[src/sv/lrht_pkg.sv]
package lrht_pkg;

    localparam int TABLE_DEPTH  = 32;
    localparam int HANDLE_WIDTH = 32;
    localparam int IDX_W        = (TABLE_DEPTH > 1) ? $clog2(TABLE_DEPTH) : 1;
    localparam int CNT_W        = $clog2(TABLE_DEPTH + 1);
    localparam int ACT_W        = 2;
    localparam int IN_TDATA_W   = ((2 * HANDLE_WIDTH + 7) / 8) * 8;
    localparam int OUT_TDATA_W  = ((HANDLE_WIDTH + 2 + 7) / 8) * 8;

    typedef enum logic [ACT_W-1:0] {
        ACT_ADD    = 2'd0,
        ACT_LATEST = 2'd1,
        ACT_SWAP   = 2'd2,
        ACT_CLEAR  = 2'd3
    } action_t;

    typedef enum logic [1:0] {
        ST_IDLE,
        ST_SCAN,
        ST_FINISH
    } seq_state_t;

    typedef struct packed {
        logic                    en;
        logic [IDX_W-1:0]        addr;
        logic [HANDLE_WIDTH-1:0] data;
    } mem_wr_t;

endpackage

[src/sv/lrht_mem.sv]
module lrht_mem
    import lrht_pkg::*;
(
    input  logic                    clk,
    input  mem_wr_t                 wr,
    input  logic [IDX_W-1:0]        rd_addr,
    output logic [HANDLE_WIDTH-1:0] rd_data
);

    logic [HANDLE_WIDTH-1:0] mem [TABLE_DEPTH];

    always_ff @(posedge clk)
    begin
        if (wr.en)
        begin
            mem[wr.addr] <= wr.data;
        end
        rd_data <= mem[rd_addr];
    end

endmodule

[src/sv/lrht_seq.sv]
module lrht_seq
    import lrht_pkg::*;
(
    input  logic                    clk,
    input  logic                    rst_n,
    // request
    input  logic                    in_valid,
    output logic                    in_ready,
    input  logic [ACT_W-1:0]        in_action,
    input  logic [HANDLE_WIDTH-1:0] in_handle,
    input  logic [HANDLE_WIDTH-1:0] in_replace,
    // result
    output logic                    out_valid,
    input  logic                    out_ready,
    output logic [HANDLE_WIDTH-1:0] out_handle,
    output logic                    out_success,
    output logic                    out_has_room,
    // table memory
    output mem_wr_t                 mem_wr,
    output logic [IDX_W-1:0]        mem_rd_addr,
    input  logic [HANDLE_WIDTH-1:0] mem_rd_data
);

    seq_state_t state_reg, state_next;

    logic [CNT_W-1:0]        cnt_reg, cnt_next;
    logic [CNT_W-1:0]        left_reg, left_next;
    logic                    pend_reg, pend_next;
    logic                    out_valid_reg, out_valid_next;

    action_t                 act_reg, act_next;
    logic [HANDLE_WIDTH-1:0] hv_reg, hv_next;
    logic [HANDLE_WIDTH-1:0] rv_reg, rv_next;
    logic [IDX_W-1:0]        scan_idx_reg, scan_idx_next;
    logic [IDX_W-1:0]        pend_idx_reg, pend_idx_next;
    logic [HANDLE_WIDTH-1:0] res_handle_reg, res_handle_next;
    logic                    res_ok_reg, res_ok_next;
    logic [HANDLE_WIDTH-1:0] out_handle_reg, out_handle_next;
    logic                    out_ok_reg, out_ok_next;
    logic                    out_room_reg, out_room_next;

    logic    in_fire;
    logic    out_free;
    logic    hit;
    action_t in_act;

    assign in_act   = action_t'(in_action);
    assign in_fire  = in_valid && in_ready;
    assign out_free = !out_valid_reg || out_ready;

    // single shared comparator: latest looks for non-null, swap for the compare value
    assign hit = (act_reg == ACT_LATEST) ? (mem_rd_data != '0) : (mem_rd_data == hv_reg);

    always_comb
    begin
        state_next = state_reg;
        case (state_reg)
            ST_IDLE:
            begin
                if (in_fire)
                begin
                    if (in_act == ACT_ADD || in_act == ACT_CLEAR || cnt_reg == '0)
                    begin
                        state_next = ST_FINISH;
                    end
                    else
                    begin
                        state_next = ST_SCAN;
                    end
                end
            end
            ST_SCAN:
            begin
                if (pend_reg && (hit || left_reg == '0))
                begin
                    state_next = ST_FINISH;
                end
            end
            ST_FINISH:
            begin
                if (out_free)
                begin
                    state_next = ST_IDLE;
                end
            end
            default:
            begin
                state_next = ST_IDLE;
            end
        endcase
    end

    always_comb
    begin
        cnt_next        = cnt_reg;
        left_next       = left_reg;
        pend_next       = pend_reg;
        act_next        = act_reg;
        hv_next         = hv_reg;
        rv_next         = rv_reg;
        scan_idx_next   = scan_idx_reg;
        pend_idx_next   = pend_idx_reg;
        res_handle_next = res_handle_reg;
        res_ok_next     = res_ok_reg;
        out_handle_next = out_handle_reg;
        out_ok_next     = out_ok_reg;
        out_room_next   = out_room_reg;
        out_valid_next  = out_valid_reg;
        mem_wr          = '0;
        mem_rd_addr     = scan_idx_reg;

        if (out_ready)
        begin
            out_valid_next = 1'b0;
        end

        case (state_reg)
            ST_IDLE:
            begin
                if (in_fire)
                begin
                    act_next        = in_act;
                    hv_next         = in_handle;
                    rv_next         = in_replace;
                    res_handle_next = '0;
                    res_ok_next     = 1'b0;
                    case (in_act)
                        ACT_ADD:
                        begin
                            if (cnt_reg < CNT_W'(TABLE_DEPTH))
                            begin
                                mem_wr.en       = 1'b1;
                                mem_wr.addr     = cnt_reg[IDX_W-1:0];
                                mem_wr.data     = in_handle;
                                cnt_next        = cnt_reg + 1'b1;
                                res_handle_next = in_handle;
                                res_ok_next     = 1'b1;
                            end
                        end
                        ACT_CLEAR:
                        begin
                            // stale entries are never read past the fill count
                            cnt_next    = '0;
                            res_ok_next = 1'b1;
                        end
                        default:
                        begin
                            scan_idx_next = IDX_W'(cnt_reg - 1'b1);
                            left_next     = cnt_reg;
                            pend_next     = 1'b0;
                        end
                    endcase
                end
            end
            ST_SCAN:
            begin
                // issue one read per cycle, compare the one issued last cycle
                if (left_reg != '0)
                begin
                    pend_next     = 1'b1;
                    pend_idx_next = scan_idx_reg;
                    scan_idx_next = scan_idx_reg - 1'b1;
                    left_next     = left_reg - 1'b1;
                end
                else
                begin
                    pend_next = 1'b0;
                end
                if (pend_reg && hit)
                begin
                    res_ok_next = 1'b1;
                    if (act_reg == ACT_LATEST)
                    begin
                        res_handle_next = mem_rd_data;
                    end
                    else
                    begin
                        mem_wr.en   = 1'b1;
                        mem_wr.addr = pend_idx_reg;
                        mem_wr.data = rv_reg;
                    end
                end
            end
            ST_FINISH:
            begin
                if (out_free)
                begin
                    out_valid_next  = 1'b1;
                    out_handle_next = res_handle_reg;
                    out_ok_next     = res_ok_reg;
                    out_room_next   = (cnt_reg < CNT_W'(TABLE_DEPTH));
                end
            end
            default:
            begin
            end
        endcase
    end

    always_ff @(posedge clk or negedge rst_n)
    begin
        if (!rst_n)
        begin
            state_reg     <= ST_IDLE;
            cnt_reg       <= '0;
            left_reg      <= '0;
            pend_reg      <= 1'b0;
            out_valid_reg <= 1'b0;
        end
        else
        begin
            state_reg     <= state_next;
            cnt_reg       <= cnt_next;
            left_reg      <= left_next;
            pend_reg      <= pend_next;
            out_valid_reg <= out_valid_next;
        end
    end

    always_ff @(posedge clk)
    begin
        act_reg        <= act_next;
        hv_reg         <= hv_next;
        rv_reg         <= rv_next;
        scan_idx_reg   <= scan_idx_next;
        pend_idx_reg   <= pend_idx_next;
        res_handle_reg <= res_handle_next;
        res_ok_reg     <= res_ok_next;
        out_handle_reg <= out_handle_next;
        out_ok_reg     <= out_ok_next;
        out_room_reg   <= out_room_next;
    end

    assign in_ready     = (state_reg == ST_IDLE);
    assign out_valid    = out_valid_reg;
    assign out_handle   = out_handle_reg;
    assign out_success  = out_ok_reg;
    assign out_has_room = out_room_reg;

    a_cnt_bound: assert property (@(posedge clk) disable iff (!rst_n)
        cnt_reg <= CNT_W'(TABLE_DEPTH))
        else $error("fill count above table depth");

    a_cnt_only_on_accept: assert property (@(posedge clk) disable iff (!rst_n)
        (state_reg != ST_IDLE) |=> $stable(cnt_reg))
        else $error("fill count changed outside an accepted transaction");

    a_scan_in_range: assert property (@(posedge clk) disable iff (!rst_n)
        (state_reg == ST_SCAN && pend_reg) |-> (CNT_W'(pend_idx_reg) < cnt_reg))
        else $error("scan compared an entry past the fill count");

    a_write_states: assert property (@(posedge clk) disable iff (!rst_n)
        mem_wr.en |-> (in_fire || (state_reg == ST_SCAN && act_reg == ACT_SWAP)))
        else $error("table written outside add or swap");

    a_finish_has_result: assert property (@(posedge clk) disable iff (!rst_n)
        (state_reg == ST_FINISH && out_free) |=> (out_valid_reg && state_reg == ST_IDLE))
        else $error("finished transaction not presented");

endmodule

[src/sv/latest_request_handle_table.sv]
// Request handle table. Holds up to TABLE_DEPTH handles (0 = null) appended in
// order. Add (tuser 0) and clear (tuser 3) pass from accept through the finish
// state to the output register. Latest (1) and compare-and-swap (2) scan from
// the newest entry down with one comparator over a registered-read table, one
// entry per cycle. The block takes one transaction at a time; a finished
// result sits in an output register so the next request can be accepted while
// it waits. Clear only resets the fill count.
module latest_request_handle_table
    import lrht_pkg::*;
(
    input  logic                   clk,
    input  logic                   rst_n,
    input  logic                   s_axis_tvalid,
    output logic                   s_axis_tready,
    // handle_value, replace_value
    input  logic [IN_TDATA_W-1:0]  s_axis_tdata,
    // action
    input  logic [ACT_W-1:0]       s_axis_tuser,
    output logic                   m_axis_tvalid,
    input  logic                   m_axis_tready,
    // handle_out, success, has_room, zero pad
    output logic [OUT_TDATA_W-1:0] m_axis_tdata
);

    mem_wr_t                 mem_wr;
    logic [IDX_W-1:0]        mem_rd_addr;
    logic [HANDLE_WIDTH-1:0] mem_rd_data;
    logic [HANDLE_WIDTH-1:0] out_handle;
    logic                    out_success;
    logic                    out_has_room;

    lrht_seq u_seq (
        .clk          (clk),
        .rst_n        (rst_n),
        .in_valid     (s_axis_tvalid),
        .in_ready     (s_axis_tready),
        .in_action    (s_axis_tuser),
        .in_handle    (s_axis_tdata[HANDLE_WIDTH-1:0]),
        .in_replace   (s_axis_tdata[2*HANDLE_WIDTH-1:HANDLE_WIDTH]),
        .out_valid    (m_axis_tvalid),
        .out_ready    (m_axis_tready),
        .out_handle   (out_handle),
        .out_success  (out_success),
        .out_has_room (out_has_room),
        .mem_wr       (mem_wr),
        .mem_rd_addr  (mem_rd_addr),
        .mem_rd_data  (mem_rd_data)
    );

    lrht_mem u_mem (
        .clk     (clk),
        .wr      (mem_wr),
        .rd_addr (mem_rd_addr),
        .rd_data (mem_rd_data)
    );

    assign m_axis_tdata = OUT_TDATA_W'({out_has_room, out_success, out_handle});

endmodule

[config.mk]
export PLATFORM = sky130hd
export DESIGN_NAME = latest_request_handle_table
export DESIGN_NICKNAME = d
export VERILOG_FILES = /design/src/sv/lrht_pkg.sv /design/src/sv/lrht_mem.sv /design/src/sv/lrht_seq.sv /design/src/sv/latest_request_handle_table.sv
export SDC_FILE = /design/constraint.sdc
export NUM_CORES = 1
export LEC_CHECK = 0
export BUFFER_PORTS_ARGS = -buffer_cell sky130_fd_sc_hd__buf_2
export CAP_MARGIN = 5
export CORE_MARGIN = 8
export CORE_UTILIZATION = 63
export CTS_BUF_LIST = sky130_fd_sc_hd__clkbuf_16
export CTS_CLUSTER_SIZE = 30
export DETAILED_ROUTE_END_ITERATION = 7
export PLACE_DENSITY = 0.82
export SLEW_MARGIN = 15
export SYNTH_ARGS = -nofsm -noshare
export SYNTH_HDL_FRONTEND = slang
export SYNTH_SLANG_ARGS = --single-unit
export TNS_END_PERCENT = 50
[constraint.sdc]
create_clock -name clk -period 12.6 [get_ports clk]
set_clock_uncertainty 0.2 [all_clocks]
set_input_delay 1.26 -clock clk [delete_from_list [all_inputs] [get_ports clk]]
set_output_delay 1.26 -clock clk [all_outputs]
set_load 0.05 [all_outputs]
== Word-level counts from Yosys, hierarchy flattened ==
Memory sizes are Yosys's and may differ from the RTL's. A register that Yosys moved wholly into a read port is not among the register bits.
Index checks and enable logic that the tools add are counted.
Operators by class
  order comparisons: 1
  equal/unequal tests: 13
  $add $sub $neg: 4
  reduce and logical (&&, ||, !) cells: 26
  multiplexer cells: 42
Operator list (count)
  $mux W38: 5
  $mux W32: 5
  $pmux W38 S2: 1
  $pmux W32 S2: 1
  $eq A32 B32 Y1: 1
  $reduce_bool A32 Y1: 1
  $mux W6: 4
  $pmux W6 S2: 2
  $mux W5: 3
  $logic_not A6 Y1: 2
  $mux W1: 12
  $reduce_and A4 Y1: 3
  $ne A2 B1 Y1 const B: 5
  $pmux W5 S2: 1
  $sub A5 B1 Y5 const B: 2
  $reduce_and A3 Y1: 3
  $mux W2: 4
  $add A6 B1 Y6 const B: 1
  $lt A6 B6 Y1 const B: 1
  $ne A2 B2 Y1 const B: 3
  $pmux W1 S2: 3
  $pmux W2 S3: 1
  $reduce_and A2 Y1: 3
  $reduce_bool A6 Y1: 1
  9 further kinds: 18
Storage, ports and cells
  input bits: 70
  flip-flop bits (word level): 159
  bits in writable memories: 1024
  output and inout bits: 42
  logic and storage cells: 102
  memories kept: 1
Memories
  u_mem.mem: words 32, width 32, rd ports 1, clocked after Yosys merged registers in 1, wr ports 1, RTL line lrht_mem.sv:10  | logic [HANDLE_WIDTH-1:0] mem [TABLE_DEPTH];

== Logic depth before layout (Yosys ltp) ==
  word-level depth: 7
  depth in mapped cells: 10
  depth with buffers taken out: 9

== By module ==
A second synthesis with hierarchy kept.
Unflattened totals
  cells, all modules: 2779
  area, all modules: 47346.7 µm²
Modules (own cells, without submodules)
  lrht_mem: instances 1, cells an instance 2260, area an instance 40492.6 µm², seq. area each 31390.1 µm²
  lrht_seq: instances 1, cells an instance 510, area an instance 6790.3 µm², seq. area each 4694.5 µm²
  latest_request_handle_table: instances 1, cells an instance 9, area an instance 63.8 µm², seq. area each 0.0 µm²

== Least setup slack after synthesis ==
No wires, ideal clock.
  path kind: input-to-reg
  start: in s_axis_tuser[0]
  end: mem u_mem.mem[22][0], enable pin
  arrival time: 7.493 ns
  buffers on the path: 1
  data required time: 11.805 ns
  stages: 8
  setup slack: 4.312 ns
  setup time: 0.595 ns
  cell sequence: inv_1 -> ha_1 -> nor2b_1 -> and2_1 -> buf_2 -> nand2_1 -> a22o_1 -> a2111oi_0
On the way
  longest elaborated chain between the ends: 6
RTL lines
  start, declared: RTL line latest_request_handle_table.sv:18  | input logic [ACT_W-1:0] s_axis_tuser,
  $logic_not A2 Y1 (*): RTL line lrht_seq.sv:127  | case (in_act)
  $mux W38 (*): RTL line lrht_seq.sv:127
  $mux W38 (*): RTL line lrht_seq.sv:120  | if (in_fire)
  $pmux W38 S2 (*): RTL line lrht_seq.sv:117  | case (state_reg)
  $mux W1: RTL line lrht_mem.sv:14  | if (wr.en)
  $mux W1 (implied by the code): RTL line lrht_mem.sv:16  | mem[wr.addr] <= wr.data;
  end, declared: RTL line lrht_mem.sv:10
Mark *: on every way between the ends. The rest lies on a longest branch, timed or not.

== Worst setup path after layout ==
  start: reg u_seq.hv_reg[17]
  end: mem u_mem.mem[8][31], enable pin
On the way
  longest elaborated chain between the ends: 7
RTL lines
  start, declared: RTL line lrht_seq.sv:32  | logic [HANDLE_WIDTH-1:0] hv_reg, hv_next;
  start signal, assigned: RTL line lrht_seq.sv:223  | hv_reg <= hv_next;
  $eq A32 B32 Y1 (*): RTL line lrht_seq.sv:52  | assign hit = (act_reg == ACT_LATEST) ? (mem_rd_data != '0) : (mem_rd_data == hv_reg);
  $mux W1 (*): RTL line lrht_seq.sv:52
  $logic_and A1 B1 Y1 (*): RTL line lrht_seq.sv:169  | if (pend_reg && hit)
  $mux W38 (*): RTL line lrht_seq.sv:169
  $pmux W38 S2 (*): RTL line lrht_seq.sv:117
  $mux W1: RTL line lrht_mem.sv:14
  $mux W1 (implied by the code): RTL line lrht_mem.sv:16
Marks and branches as above.

==> impl_metrics.py <==
metrics = {
    "run_status": {
        "status": "complete, no violations",
    },
    "place": {
        "gp_congestion": 0.876,
        "post-dp-hpwl_um": 63100,
        "portBuffers": 105,
        "pre_cts_ws_ns": 7.25,
        "post_dp_cell_area_um2": 48500,
    },
    "sta": {
        "rsz0062_at_grt": "no",
        "setup_ws_ns": 7.54,
        "tns_ns": 0,
        "fin_crit_sh_pct": 40.1,
        "relSlewSlack_pct": 18.5,
        "whs_ns": 0.218,
        "setup_viol": 0,
        "worstMarginPinSlew_ns": 1.22,
        "max_freq_mhz": 198,
        "finalHoldViolCount": 0,
        "period_needed_ns": 5.06,
        "final_max_slew_viol_count": 0,
    },
    "setup_path": {
        "crit_path_max_fanout": 33,
        "setup.worst_path.start_class": "flip-flop",
        "slowest_delay_ns": 0.78,
        "cp_cell_sequence": "xor2_1, nor4_1, nand4_1, nor3_4, buf_4, a31oi_1, nor2_4, buf_4",
        "worstPathArrival_ns": 5.15,
        "r2r_setup_slack_ns": 7.54,
        "crit_buf_inv": 2,
        "crit_slowest_cell": "nor3_4",
        "crit_type": "flip-flop to flip-flop",
        "required_ns": 12.70,
        "cp_top_family": "simple AND/OR/NAND/NOR gates",
        "path_common_cell": "buf_4",
        "end_kind": "flip-flop",
    },
    "synth": {
        "ys_async_sr_fraction_pct": 1.32,
        "syn_area_um2": 46400,
        "syn_avg_cell_area_um2": 22.6,
        "synth-edff-count": 1167,
        "yosysWarningCount": 0,
        "synth_common_cells": "edfxtp_1 (1167), mux4_2 (320), nand2_1 (79)",
        "synth_area_leaders": "edfxtp_1 (75%), mux4_2 (16%), dfxtp_1 (1.4%)",
        "synth.most_common_cell": "edfxtp_1",
        "synth-seq-cells": 1215,
        "seq_area_frac_synth_pct": 77.7,
        "yosysTopAreaCell": "edfxtp_1",
        "syn_inst": 2051,
        "synth_ff_type": "edfxtp_1",
        "ys_types": 52,
        "synth_top_area_share_pct": 75.5,
    },
    "global_route": {
        "grt_start_max_net_pins": 151,
        "grt_usage_pct": 29.3,
        "grt_pass1_wl_um": 172000,
        "globalRouteOverflowTotal": 0,
        "grt_pass1_vias": 24400,
        "antenna_found_initial": 4,
    },
    "worst_hold_path": {
        "hold_path_class": "flip-flop to flip-flop",
    },
    "cells_and_area": {
        "n_antenna_cell": 0,
        "regMostFlops": "u_mem.mem",
        "largest_reg_flops": 1024,
        "fillers": 3708,
        "final_cell_area_um2": 52100,
        "layout.nets": 2308,
        "areaGrowthSynthToFinish_pct": 12.3,
        "drive_gt1_share_pct": 31.9,
    },
    "cts": {
        "h-tree-depth": 3,
        "cts_tree": "yes",
        "cts_buffer_depth": 3,
        "clk_pin_slew_ns": 0.06,
        "cts.sinks": 1215,
        "cts_resized": 0,
        "holdBufCountCts": 0,
        "cts-root-buf": "clkbuf_16",
        "cts_setup_buffers": 0,
        "worstSkewPairLatency_ns": 0.69,
        "numCtsBuffers": 113,
    },
    "pwr": {
        "p_leak_nw": 17.2,
        "irDropWorstVdd_mv": 0.231,
        "p_per_area_nw_per_um2": 215,
    },
    "route": {
        "vias": 24100,
        "drt_iter0_drc": 4067,
        "wl_um": 121000,
        "ant_nets": 0,
        "drc_errors": 0,
        "drtPass1Iterations": 7,
        "wl_per_cell_um": 37.0,
        "avgViaCountPerCell": 7.32,
    },
    "die": {
        "fp.dieH_um": 287,
        "io_pins": 112,
        "std_cell_rows": 99,
        "coreArea_um2": 73000,
        "die-area_um2": 82700,
        "die_w_um": 287,
        "initial_core_util_pct": 63.6,
    },
    "flow_run": {
        "drv_cap": 0,
    },
}
## layer usage
layer	up-vias	GRT usage (%)	wire length [um]
met1	12200	37.7	39700
met2	2396	45.9	57600
met3	490	8.13	16800
met5	-	0	13
met4	2	15.2	7480
li1	9009	-	-
## cell usage in the layout, fill, tap and decap left out, types with 12 or more instances in the layout
master | Yosys | layout
nand2_1 | 79 | 79
dfxtp_1 | 32 | 32
nor2_1 | 30 | 26
clkbuf_16 | 0 | 115
buf_2 | 17 | 105
dfrtp_1 | 16 | 16
xor2_1 | 33 | 33
a32o_2 | 0 | 21
o21ai_0 | 19 | 18
nor3_2 | 1 | 16
inv_1 | 15 | 37
mux2_2 | 32 | 32
mux4_2 | 320 | 320
edfxtp_1 | 1167 | 1167
clkinv_2 | 0 | 20
nand3_1 | 37 | 37
clkinv_1 | 0 | 37
buf_4 | 22 | 69
a21oi_1 | 12 | 12
nor4_1 | 17 | 17
## per-stage QoR
step,util (%),power [mW],cells
global route,71.5,11.5,3288
global placement,66.4,7.69,3073
floorplan,-,6.99,2056
CTS,71.4,11.2,3286
finish,71.5,11.2,3288
detailed placement,66.4,7.76,3073
## worst register-to-register path: stages, from the launching register on
cell and delay (ns):
edfxtp_1 0.41, xor2_1 0.18, nor4_1 0.61, nand4_1 0.40, nor3_4 0.78, buf_4 0.60, a31oi_1 0.54, nor2_4 0.26
buf_4 0.62
## final cells by class
class                           instances  area [um^2]  area share [%]
Timing Repair Buffer                  176         1080            2.07
Multi-Input combinational cell        710        10100            19.4
Tap cell                              959         1200            2.30
Clock buffer                          115         2880            5.52
Sequential cell                      1215        36100            69.2
Clock inverter                         98          749            1.44
Inverter                               15         56.3           0.108
## worst paths after layout
kind                                         to  cells past startpoint                      from
max                            u_mem.mem[8][31]                      8          u_seq.hv_reg[17]
min                        u_seq.out_handle[21]                      0  u_seq.res_handle_reg[21]
min in group asynchronous     u_seq.left_reg[1]                      1                     rst_n
max reg2reg                    u_mem.mem[8][31]                      8          u_seq.hv_reg[17]
min reg2reg                u_seq.out_handle[21]                      0  u_seq.res_handle_reg[21]
max in group asynchronous     u_seq.left_reg[0]                      1                     rst_n
## cells by family (layout without fill, tap and decap cells)
logic type | Yosys count | count (layout) | synth area share, %
multiplexers | 355 | 355 | 16.4
AO/OA/AOI/OAI | 98 | 98 | 1.63
XOR/XNOR | 36 | 36 | 0.679
AND/OR/NAND/NOR | 208 | 208 | 2.11
buffers and inverters | 131 | 404 | 1.31
flip-flops | 1215 | 1215 | 77.7
adder cells (fa/ha/maj) | 7 | 7 | 0.189
other | 1 | 6 | 0.00808
## where the power goes
group | internal [mW] | total [mW] | switching (mW)
Combinational | 1.29 | 2.90 | 1.61
Sequential | 4.72 | 4.91 | 0.191
Clock | 1.88 | 3.38 | 1.50
Power figures use the tool's default switching activity.
